==> src/hdl/sws_pkg.sv <==
// Package for the sliding window statistics block: widths and defaults.
// No dependencies.
package sws_pkg;
	localparam int unsigned WINDOW_DEF = 16;
	localparam int unsigned SAMPLE_W   = 16;
	localparam int unsigned SUBLEN_W   = 8;
	localparam int unsigned FRAC_W     = 17;
	localparam int unsigned QUO_W      = 24;

	typedef logic signed [SAMPLE_W-1:0] sample_t;

	typedef enum logic {
		ACT_PUSH  = 1'b0,
		ACT_CLEAR = 1'b1
	} action_t;

	// Command from the sequencer to the slot chain
	typedef struct packed {
		logic push;
		logic clear;
		logic rotate;
	} chain_ctrl_t;
endpackage

==> src/hdl/sws_cell.sv <==
// One window slot of the chain: holds a sample, shifts on push, rotates on scan.
// Depends on sws_pkg.
module sws_cell (
	input  logic                clk,
	input  logic                arst_n,
	input  sws_pkg::chain_ctrl_t ctrl,
	input  sws_pkg::sample_t    shift_in,
	input  sws_pkg::sample_t    rot_in,
	output sws_pkg::sample_t    value
);
	import sws_pkg::*;

	sample_t slot_q;

	// Slot register
	always_ff @(posedge clk or negedge arst_n) begin
		if (!arst_n) begin
			slot_q <= '0;
		end else if (ctrl.clear) begin
			slot_q <= '0;
		end else if (ctrl.push) begin
			slot_q <= shift_in;
		end else if (ctrl.rotate) begin
			slot_q <= rot_in;
		end
	end

	assign value = slot_q;
endmodule

==> src/hdl/sws_div.sv <==
// Restoring signed divider, one quotient bit per cycle, truncates toward zero.
// Depends on sws_pkg.
module sws_div #(
	parameter int unsigned NUM_W = 24,
	parameter int unsigned DEN_W = 9
) (
	input  logic                    clk,
	input  logic                    arst_n,
	input  logic                    start,
	input  logic signed [NUM_W-1:0] num,
	input  logic [DEN_W-1:0]        den,
	output logic                    busy,
	output logic signed [NUM_W-1:0] quo
);
	import sws_pkg::*;

	localparam int unsigned CNT_W = $clog2(NUM_W + 1);

	logic [NUM_W-1:0] mag_q;
	logic [DEN_W:0]   rem_q;
	logic [DEN_W-1:0] den_q;
	logic             neg_q;
	logic [CNT_W-1:0] cnt_q;
	logic [DEN_W:0]   trial;
	logic [DEN_W:0]   diff;

	assign trial = {rem_q[DEN_W-1:0], mag_q[NUM_W-1]};
	assign diff  = trial - {1'b0, den_q};

	// Shift-subtract iteration
	always_ff @(posedge clk or negedge arst_n) begin
		if (!arst_n) begin
			cnt_q <= '0;
		end else if (start) begin
			cnt_q <= CNT_W'(NUM_W);
		end else if (cnt_q != '0) begin
			cnt_q <= cnt_q - 1'b1;
		end
	end

	always_ff @(posedge clk) begin
		if (start) begin
			mag_q <= num[NUM_W-1] ? NUM_W'(-num) : num;
			neg_q <= num[NUM_W-1];
			den_q <= den;
			rem_q <= '0;
		end else if (cnt_q != '0) begin
			if (!diff[DEN_W]) begin
				rem_q <= diff;
				mag_q <= {mag_q[NUM_W-2:0], 1'b1};
			end else begin
				rem_q <= trial;
				mag_q <= {mag_q[NUM_W-2:0], 1'b0};
			end
		end
	end

	assign busy = (cnt_q != '0);
	assign quo  = neg_q ? -$signed(mag_q) : $signed(mag_q);
endmodule

==> src/hdl/sliding_window_statistics.sv <==
// Top level of the sliding window statistics block: slot chain, scan, dividers.
// Depends on sws_pkg, sws_cell, sws_div.
//
//  channel | handshake          | payload
//  in      | in_valid/in_ready  | action, sample, sub_length
//  out     | out_valid/out_ready| average .. fill_level
//
// An item is scanned first (the slot chain rotates once past the
// accumulator), then divided in the two dividers running in parallel, and
// then the output register is loaded. Reset clears all slots and the fill count
// at once. A result is held until taken; the next item is accepted while it
// waits, and its scan finishes before the block stalls for the pending result.
// No new item is accepted until the result of the last one is registered.
module sliding_window_statistics #(
	parameter int unsigned WINDOW = sws_pkg::WINDOW_DEF
) (
	input  logic                          clk,
	input  logic                          arst_n,
	input  logic                          in_valid,
	output logic                          in_ready,
	input  logic                          action,
	input  logic signed [sws_pkg::SAMPLE_W-1:0] sample,
	input  logic [sws_pkg::SUBLEN_W-1:0]  sub_length,
	output logic                          out_valid,
	input  logic                          out_ready,
	output logic signed [15:0]            average,
	output logic signed [15:0]            maximum,
	output logic signed [15:0]            minimum,
	output logic [sws_pkg::FRAC_W-1:0]    nonzero_fraction,
	output logic signed [15:0]            tail_average,
	output logic                          tail_valid,
	output logic [4:0]                    fill_level
);
	import sws_pkg::*;

	localparam int unsigned IDX_W = $clog2(WINDOW);
	localparam int unsigned CNT_W = $clog2(WINDOW + 1);
	localparam int unsigned DEN_W = CNT_W > SUBLEN_W ? CNT_W : SUBLEN_W;

	typedef enum logic [3:0] {
		ST_IDLE = 4'b0001,
		ST_SCAN = 4'b0010,
		ST_DIVS = 4'b0100,
		ST_WAIT = 4'b1000
	} state_t;

	state_t           state_q;
	chain_ctrl_t      ctrl;
	sample_t          slot [WINDOW];
	logic [CNT_W-1:0] fill_q;
	logic [IDX_W:0]   step_q;
	logic [SUBLEN_W-1:0] sub_q;
	logic signed [QUO_W-1:0] sum_q, tsum_q;
	sample_t          max_q, min_q;
	logic [CNT_W-1:0] nz_q;
	logic             div_start;
	logic             busy_a, busy_t;
	logic signed [QUO_W-1:0] quo_a, quo_t;
	logic             tvalid;
	logic             res_pend_q;
	logic in_xfer;
	logic [FRAC_W-1:0] frac_lut [WINDOW+1];

	assign in_xfer  = in_valid && in_ready;
	assign in_ready = (state_q == ST_IDLE);

	// Chain: push shifts toward slot 0, scan rotates newest-first into slot WINDOW-1
	assign ctrl.push   = in_xfer && (action == ACT_PUSH);
	assign ctrl.clear  = in_xfer && (action == ACT_CLEAR);
	assign ctrl.rotate = (state_q == ST_SCAN) && (step_q != '0);

	for (genvar g = 0; g < WINDOW; g++) begin : g_cell
		sws_cell u_cell (
			.clk      (clk),
			.arst_n   (arst_n),
			.ctrl     (ctrl),
			.shift_in (g == WINDOW - 1 ? sample : slot[(g + 1) % WINDOW]),
			.rot_in   (slot[(g + WINDOW - 1) % WINDOW]),
			.value    (slot[g])
		);
	end

	// Constant table of nonzero fractions, one entry per nonzero count
	for (genvar g = 0; g <= WINDOW; g++) begin : g_frac
		assign frac_lut[g] = FRAC_W'((g * 65536) / WINDOW);
	end

	assign tvalid = (sub_q != '0) && (32'(sub_q) <= WINDOW);

	// Sequencer and accumulators; slot WINDOW-1 feeds the accumulators during scan, newest first
	always_ff @(posedge clk or negedge arst_n) begin
		if (!arst_n) begin
			state_q    <= ST_IDLE;
			fill_q     <= '0;
			step_q     <= '0;
			res_pend_q <= 1'b0;
		end else begin
			if (out_valid && out_ready) res_pend_q <= 1'b0;
			case (state_q)
				ST_IDLE: begin
					if (in_xfer) begin
						state_q <= ST_SCAN;
						step_q  <= (IDX_W + 1)'(WINDOW);
						if (action == ACT_CLEAR) fill_q <= '0;
						else if (32'(fill_q) < WINDOW) fill_q <= fill_q + 1'b1;
					end
				end
				ST_SCAN: begin
					if (step_q == '0) state_q <= ST_DIVS;
					else step_q <= step_q - 1'b1;
				end
				ST_DIVS: begin
					if (!div_start && !busy_a && !busy_t && !res_pend_q) begin
						state_q <= ST_WAIT;
					end
				end
				ST_WAIT: begin
					res_pend_q <= 1'b1;
					state_q    <= ST_IDLE;
				end
				default: state_q <= ST_IDLE;
			endcase
		end
	end

	always_ff @(posedge clk) begin
		if (in_xfer) begin
			sub_q  <= sub_length;
			sum_q  <= '0;
			tsum_q <= '0;
			nz_q   <= '0;
			max_q  <= ctrl.push ? sample : '0;
			min_q  <= ctrl.push ? sample : '0;
		end else if (ctrl.rotate) begin
			sum_q <= sum_q + QUO_W'(slot[WINDOW-1]);
			if ((IDX_W + 1)'(WINDOW) - step_q < (IDX_W + 1)'(sub_q > SUBLEN_W'(WINDOW) ?
					SUBLEN_W'(WINDOW) : sub_q))
				tsum_q <= tsum_q + QUO_W'(slot[WINDOW-1]);
			if (slot[WINDOW-1] > max_q) max_q <= slot[WINDOW-1];
			if (slot[WINDOW-1] < min_q) min_q <= slot[WINDOW-1];
			if (slot[WINDOW-1] != '0) nz_q <= nz_q + 1'b1;
		end
	end

	assign div_start = (state_q == ST_SCAN) && (step_q == '0);

	sws_div #(.NUM_W(QUO_W), .DEN_W(DEN_W)) u_div_avg (
		.clk(clk), .arst_n(arst_n), .start(div_start), .num(sum_q),
		.den(fill_q == '0 ? DEN_W'(1) : DEN_W'(fill_q)), .busy(busy_a), .quo(quo_a)
	);

	sws_div #(.NUM_W(QUO_W), .DEN_W(DEN_W)) u_div_tail (
		.clk(clk), .arst_n(arst_n), .start(div_start), .num(tsum_q),
		.den(tvalid ? DEN_W'(sub_q) : DEN_W'(1)), .busy(busy_t), .quo(quo_t)
	);

	// Output register
	always_ff @(posedge clk) begin
		if (state_q == ST_WAIT) begin
			average <= (fill_q == '0) ? '0 : 16'(quo_a);
			maximum <= max_q;
			minimum <= min_q;
			nonzero_fraction <= frac_lut[nz_q];
			tail_average <= tvalid ? 16'(quo_t) : '0;
			tail_valid <= tvalid;
			fill_level <= 5'(fill_q);
		end
	end

	assign out_valid = res_pend_q;
endmodule

==> config.mk <==
export PLATFORM = sky130hd
export DESIGN_NAME = sliding_window_statistics
export DESIGN_NICKNAME = d
export VERILOG_FILES = /design/src/hdl/sws_pkg.sv /design/src/hdl/sws_cell.sv /design/src/hdl/sws_div.sv /design/src/hdl/sliding_window_statistics.sv
export SDC_FILE = /design/constraint.sdc
export NUM_CORES = 1
export LEC_CHECK = 0
export BUFFER_PORTS_ARGS = -buffer_cell sky130_fd_sc_hd__buf_2
export CORE_ASPECT_RATIO = 2
export CORE_UTILIZATION = 32
export CTS_CLUSTER_SIZE = 25
export DETAILED_ROUTE_END_ITERATION = 10
export MAX_ROUTING_LAYER = met4
export PLACE_DENSITY = 0.56
export SLEW_MARGIN = 20
export SYNTH_ARGS = -nofsm -noshare
export SYNTH_HDL_FRONTEND = slang
export SYNTH_SLANG_ARGS = --single-unit
==> constraint.sdc <==
create_clock -name clk -period 11.1 [get_ports clk]
set_clock_uncertainty 0.05 [all_clocks]
set_input_delay 1.665 -clock clk [delete_from_list [all_inputs] [get_ports clk]]
set_output_delay 1.665 -clock clk [all_outputs]
set_load 0.02 [all_outputs]
==> results.sh, run 1 <==
export IMPL_detail_route_wirelength_mm=69.49
export IMPL_max_freq_mhz=214.7
export IMPL_grt_max_degree=222
export IMPL_portBuffers=105
export IMPL_dpl_hpwl_mm=46.26
export IMPL_path_buf_inv=4
export IMPL_hold_viol_final=0
export IMPL_grt_pass1_vias=21080
export IMPL_gp_congestion=0.8585
export IMPL_fin_nets=3096
export IMPL_r2r_end="min_q[7]"
export IMPL_setup_viol_count_final=0
export IMPL_holdPathStages=0
export IMPL_crit_path_start_kind="input pin"
export IMPL_clkTransAtPathRegs_ns=0.06
export IMPL_status="completed"
export IMPL_dieArea_um2=86020
export IMPL_crit_family="buffers and inverters"
export IMPL_worst_pin_slew_ns=1.071
export IMPL_grt_pass1_wl_mm=111.9
export IMPL_cp_cell_sequence="buf_2 > nand2_4 > buf_4 > buf_4 > buf_4 > nand2_1 > nand2_1"
export IMPL_rrSetupSlack_ns=6.94
export IMPL_ys_flop_type="dfrtp_1"
export IMPL_peakVddDrop_mv=0.1536
export IMPL_antenna_found_initial=3
export IMPL_min_from="max_q[1]"
export IMPL_dp_cells=3969
export IMPL_netlist_area_um2=27130
export IMPL_max_stage_delay_ns=0.83
export IMPL_multi_input_area_um2=12310
export IMPL_drc=0
export IMPL_arrival_ns=5.09
export IMPL_drive_above_1_share_pct=8.378
export IMPL_min_period_over_period_pct=41.96
export IMPL_min_to="maximum[1]"
export IMPL_final_cell_mix="nand2_1, a21oi_1, dfrtp_1"
export IMPL_initial_core_util_pct=32.41
export IMPL_fin_crit_ns=4.658
export IMPL_synth_edf_count=178
export IMPL_num_fill_cells=8548
export IMPL_ctsResizeCount=0
export IMPL_overflow=0
export IMPL_vias_per_cell=5.264
export IMPL_die_w_um=207.9
export IMPL_r2r_cells=7
export IMPL_io_pins=118
export IMPL_hold_buffers=0
export IMPL_core_um2=83710
export IMPL_finalNonFillerCells=4062
export IMPL_post_route_util_pct=36.06
export IMPL_worstPathRequired_ns=11.53
export IMPL_slew_viol_final=0
export IMPL_grt_usage_pct=16.41
export IMPL_clock_latency_ns=0.62
export IMPL_yosysSeqAreaShare_pct=50.71
export IMPL_root_buffer="clkbuf_16"
export IMPL_ys_warn_count=0
export IMPL_fin_setup_tns_ns=0
export IMPL_clkSinkCount=528
export IMPL_post_cts_buffers=0
export IMPL_maxSlewHeadroom_pct=28.37
export IMPL_path_class="in -> reg"
export IMPL_rsz0062_at_grt="no"
export IMPL_final_seq_area_um2=13760
export IMPL_maxCapViolations=0
export IMPL_cp_depth=7
export IMPL_cts_made_buffers=49
export IMPL_wl_per_cell_um=17.11
export IMPL_firstDrtPassIters=5
export IMPL_htreeDepth=2
export IMPL_async_flop_share_pct=53.22
export IMPL_cts_tree="done"
export IMPL_vias=21380
export IMPL_avgSynthCellArea_um2=9.185
export IMPL_slowest_stage="buf_4"
export IMPL_row_count=150
export IMPL_reg2reg_from="state_q[2]"
export IMPL_drtIter0Drc=1387
export IMPL_power_density_nw_per_um2=300.1
export IMPL_die_y_um=413.8
export IMPL_ys_ff_latch=528
export IMPL_cp_max_fo=103
export IMPL_power_leakage_nw=12.82
export IMPL_total_power_mw=9.059
export IMPL_area_delta_synth_final_pct=11.26
export IMPL_clockBufferDepth=3
export IMPL_synth_cells=2954
export IMPL_cp_end_kind="register"
export IMPL_synth_distinct_cells=71
export IMPL_drtAntennaViolNets=0
export IMPL_layout_commonest_cell="nand2_1"
export IMPL_cp_common_cell="buf_4"
export IMPL_hold_path_class="reg -> reg"
-- how the worst max path moves through the flow --
stage | start | end | slack [ns]
floorplan | state_q[1] | average[0] | 2.07
global placement | in_valid | max_q[4] | 5.85
detailed placement | in_valid | min_q[7] | 5.85
CTS | in_valid | min_q[7] | 6.51
global route | in_valid | max_q[4] | 6.13
finish | in_valid | min_q[7] | 6.44
-- Yosys cell counts (15+ instances only) --
cell / instances / share of area [%]
o31ai_1: 29 / 0.80
a31oi_1: 251 / 5.8
edfxtp_1: 178 / 20
ha_1: 107 / 4.9
o21ai_0: 150 / 2.8
a21oi_1: 327 / 6.0
nor2_1: 96 / 1.3
dfxtp_1: 69 / 5.1
inv_1: 90 / 1.2
clkbuf_1: 181 / 2.5
dfrtp_1: 280 / 26
mux2i_1: 37 / 1.4
nand2b_1: 15 / 0.35
nand2_1: 688 / 9.5
nor2b_1: 16 / 0.37
xnor2_1: 43 / 1.4
nor3_1: 24 / 0.44
a21o_1: 29 / 0.80
nand3_1: 42 / 0.77
xor2_1: 76 / 2.5
-- worst reg2reg max path, stage by stage (launching register included) --
cell	delay [ns]
dfrtp_1	0.51
nor4b_1	0.15
nand2_4	0.52
buf_4	0.80
buf_4	0.81
buf_4	0.88
nand2_1	0.20
nand2_1	0.11
-- registers in the layout (all words and copies together) (netlist names), 16 cells and up --
signal               flops
maximum                 16
tsum_q                  24
min_q                   16
tail_average            16
minimum                 16
u_div_tail.mag_q        24
max_q                   16
sum_q                   24
u_div_avg.mag_q         24
average                 16
g_cell.u_cell.value    256
-- cells by family (layout without fill, tap and decap cells) --
family	count (synthesis)	after routing	synth area share, %
AOI/OAI and AO/OA	867	867	18.59
DFF	528	528	50.71
buffers and inverters	296	324	4.275
muxes	42	42	1.573
xor gates and xnor gates	120	120	3.902
and+or+nand+nor	989	989	15.71
adders and majority gates	111	111	5.230
other	1	17	0.01382
-- metrics by stage --
step / hold WS [ns] / cell area, um^2 / setup WS [ns]
finish: 0.4007 / 30190 / 6.442
global route: 0.4028 / 30190 / 6.127
detailed placement: 0.3838 / 28570 / 5.851
floorplan: 0.3764 / 27180 / 2.065
global placement: 0.3845 / 28570 / 5.849
CTS: 0.4012 / 30180 / 6.506
-- power breakdown --
part | switching (mW) | internal [mW]
sequential | 0.823 | 2.94
clock | 0.795 | 0.936
combinational | 2.10 | 1.46
-- cell type report --
type	instances	area share, %
Multi-Input combinational cell	2144	40.77
Timing Repair Buffer	142	2.736
Clock inverter	23	0.8331
Antenna cell	2	0.01658
Inverter	91	1.156
Sequential cell	528	45.58
Clock buffer	68	4.497
Tap cell	1064	4.410
-- layer usage --
metal	vias up	share of wire [%]	global-route usage, %
met5	-	0	-
met4	0	3.9	7.011
met3	122	2.6	1.440
met2	334	55	31.09
met1	10460	39	17.26
li1	10460	-	-
(Power assumes the default switching activity.)
==> run 2, diff against run 1 <==
--- a/config.mk
+++ b/config.mk
@@ -11,7 +11,7 @@
 export CTS_CLUSTER_SIZE = 25
 export DETAILED_ROUTE_END_ITERATION = 10
 export MAX_ROUTING_LAYER = met4
-export PLACE_DENSITY = 0.56
+export PLACE_DENSITY = 0.58
 export SLEW_MARGIN = 20
 export SYNTH_ARGS = -nofsm -noshare
 export SYNTH_HDL_FRONTEND = slang
==> constraint.sdc (replaced) <==
create_clock -name clk -period 4 [get_ports clk]
set_clock_uncertainty 0.05 [all_clocks]
set_input_delay 0.6 -clock clk [delete_from_list [all_inputs] [get_ports clk]]
set_output_delay 0.6 -clock clk [all_outputs]
set_load 0.02 [all_outputs]
==> results.sh, run 2 (synthesis gave the netlist of run 1 again) <==
export IMPL_fin_nets=3118
export IMPL_dp_slack_ns=0.8530
export IMPL_setup_viol_count_final=0
export IMPL_root_buffer="clkbuf_16"
export IMPL_post_route_util_pct=36.47
export IMPL_fin_setup_tns_ns=0
export IMPL_max_freq_mhz=315.9
export IMPL_hold_viol_final=0
export IMPL_worst_pin_slew_ns=1.073
export IMPL_area_delta_synth_final_pct=12.53
export IMPL_drive_above_1_share_pct=9.377
export IMPL_finalNonFillerCells=4082
export IMPL_dp_cells=3991
export IMPL_final_area_um2=30530
export IMPL_num_fill_cells=8494
export IMPL_largest_reg_flops=256
export IMPL_slew_viol_final=0
export IMPL_antenna_found_initial=0
export IMPL_fin_crit_ns=3.166
export IMPL_wl_per_cell_um=16.99
export IMPL_worstPathRequired_ns=4.48
export IMPL_post_cts_buffers=0
export IMPL_grt_pass1_wl_mm=112.5
export IMPL_min_period_over_period_pct=79.15
export IMPL_detail_route_wirelength_mm=69.36
export IMPL_status="completed"
export IMPL_cp_end_kind="register"
export IMPL_total_power_mw=25.48
export IMPL_rsz0062_at_grt="no"
export IMPL_crit_path_start_kind="register"
export IMPL_maxSlewHeadroom_pct=28.44
export IMPL_placed_area_um2=28830
export IMPL_clockBufferDepth=3
export IMPL_initial_core_util_pct=32.41
export IMPL_maxCapViolations=0
export IMPL_drc=0
export IMPL_clkSinkCount=528
export IMPL_io_pins=118
export IMPL_htreeDepth=2
export IMPL_clock_latency_ns=0.61
export IMPL_path_class="reg -> reg"
export IMPL_core_um2=83710
export IMPL_drtAntennaViolNets=0
export IMPL_power_leakage_nw=13.03
export IMPL_cp_max_fo=26
export IMPL_gp_congestion=0.8785
export IMPL_drtIter0Drc=1345
export IMPL_dpl_hpwl_mm=46.90
export IMPL_row_count=150
export IMPL_die_y_um=413.8
export IMPL_layout_commonest_cell="nand2_1"
export IMPL_dieArea_um2=86020
export IMPL_finalWorstSetupSlack_ns=0.8341
export IMPL_startpoint="sub_q[4]"
export IMPL_n_antenna_cell=0
export IMPL_clkTransAtPathRegs_ns=0.07
export IMPL_die_w_um=207.9
export IMPL_portBuffers=105
export IMPL_cts_made_buffers=48
export IMPL_arrival_ns=3.64
export IMPL_reg2reg_from="sub_q[4]"
export IMPL_firstDrtPassIters=5
export IMPL_grt_pass1_vias=21050
export IMPL_hold_ws_ns=0.1333
export IMPL_overflow=0
export IMPL_power_density_nw_per_um2=834.6
export IMPL_hold_path_class="in -> reg"
export IMPL_cts_tree="done"
export IMPL_final_cell_mix="nand2_1, a21oi_1, dfrtp_1"
export IMPL_grt_max_degree=208
export IMPL_min_from="sub_length[2]"
export IMPL_peakVddDrop_mv=0.3543
export IMPL_vias=21310
export IMPL_grt_usage_pct=16.51
export IMPL_vias_per_cell=5.220
run 2: critical path, stage by stage, from the launching register on:
cell and delay (ns):
edfxtp_1 0.43, nor4_2 0.52, nand2_1 0.15, ha_1 0.32, a21o_1 0.16, a21oi_1 0.13, nor2b_1 0.08, or4_1 0.53
buf_4 0.26, nor4b_1 0.27, mux2i_1 0.12, nand3_1 0.08
run 2: worst paths after layout:
kind	end	cells past startpoint	slack [ns]
worst max-delay path	tsum_q[20]	11	0.83
worst min-delay path	sub_q[2]	1	0.13
worst max register to register	tsum_q[20]	11	0.83
worst min register to register	maximum[10]	0	0.41
max in group asynchronous	state_q[0]	3	2.40
min in group asynchronous	g_cell[14].u_cell.value[11]	2	0.53
run 2: layout make-up:
| cell class | count | area [um^2] | share of cell area, % |
|---|---|---|---|
| Timing Repair Buffer | 165 | 1080 | 3.537 |
| Inverter | 91 | 349.1 | 1.143 |
| Tap cell | 1064 | 1331 | 4.361 |
| Clock inverter | 25 | 267.8 | 0.8770 |
| Multi-Input combinational cell | 2144 | 12320 | 40.36 |
| Sequential cell | 528 | 13760 | 45.07 |
| Clock buffer | 65 | 1420 | 4.652 |
run 2: what timing repair did:
item	in CTS	in global routing
hold endpoints to repair	52	0
hold buffers	1	0
gates resized for setup	0	0
run 2: power breakdown:
group          switching [mW]  internal (mW)  leakage, nW
Clock                    2.20           2.78        0.842
Combinational            5.96           4.16         6.58
Sequential               2.23           8.14         5.60
Total                    10.4           15.1         13.0
run 2: routing by layer:
metal / global-route usage [%] / share of wire [%] / vias up
li1: - / - / 10490
met1: 18.16 / 40 / 10330
met2: 30.31 / 53 / 372
met3: 1.418 / 2.8 / 112
met4: 7.152 / 4.1 / 0
met5: - / 0 / -
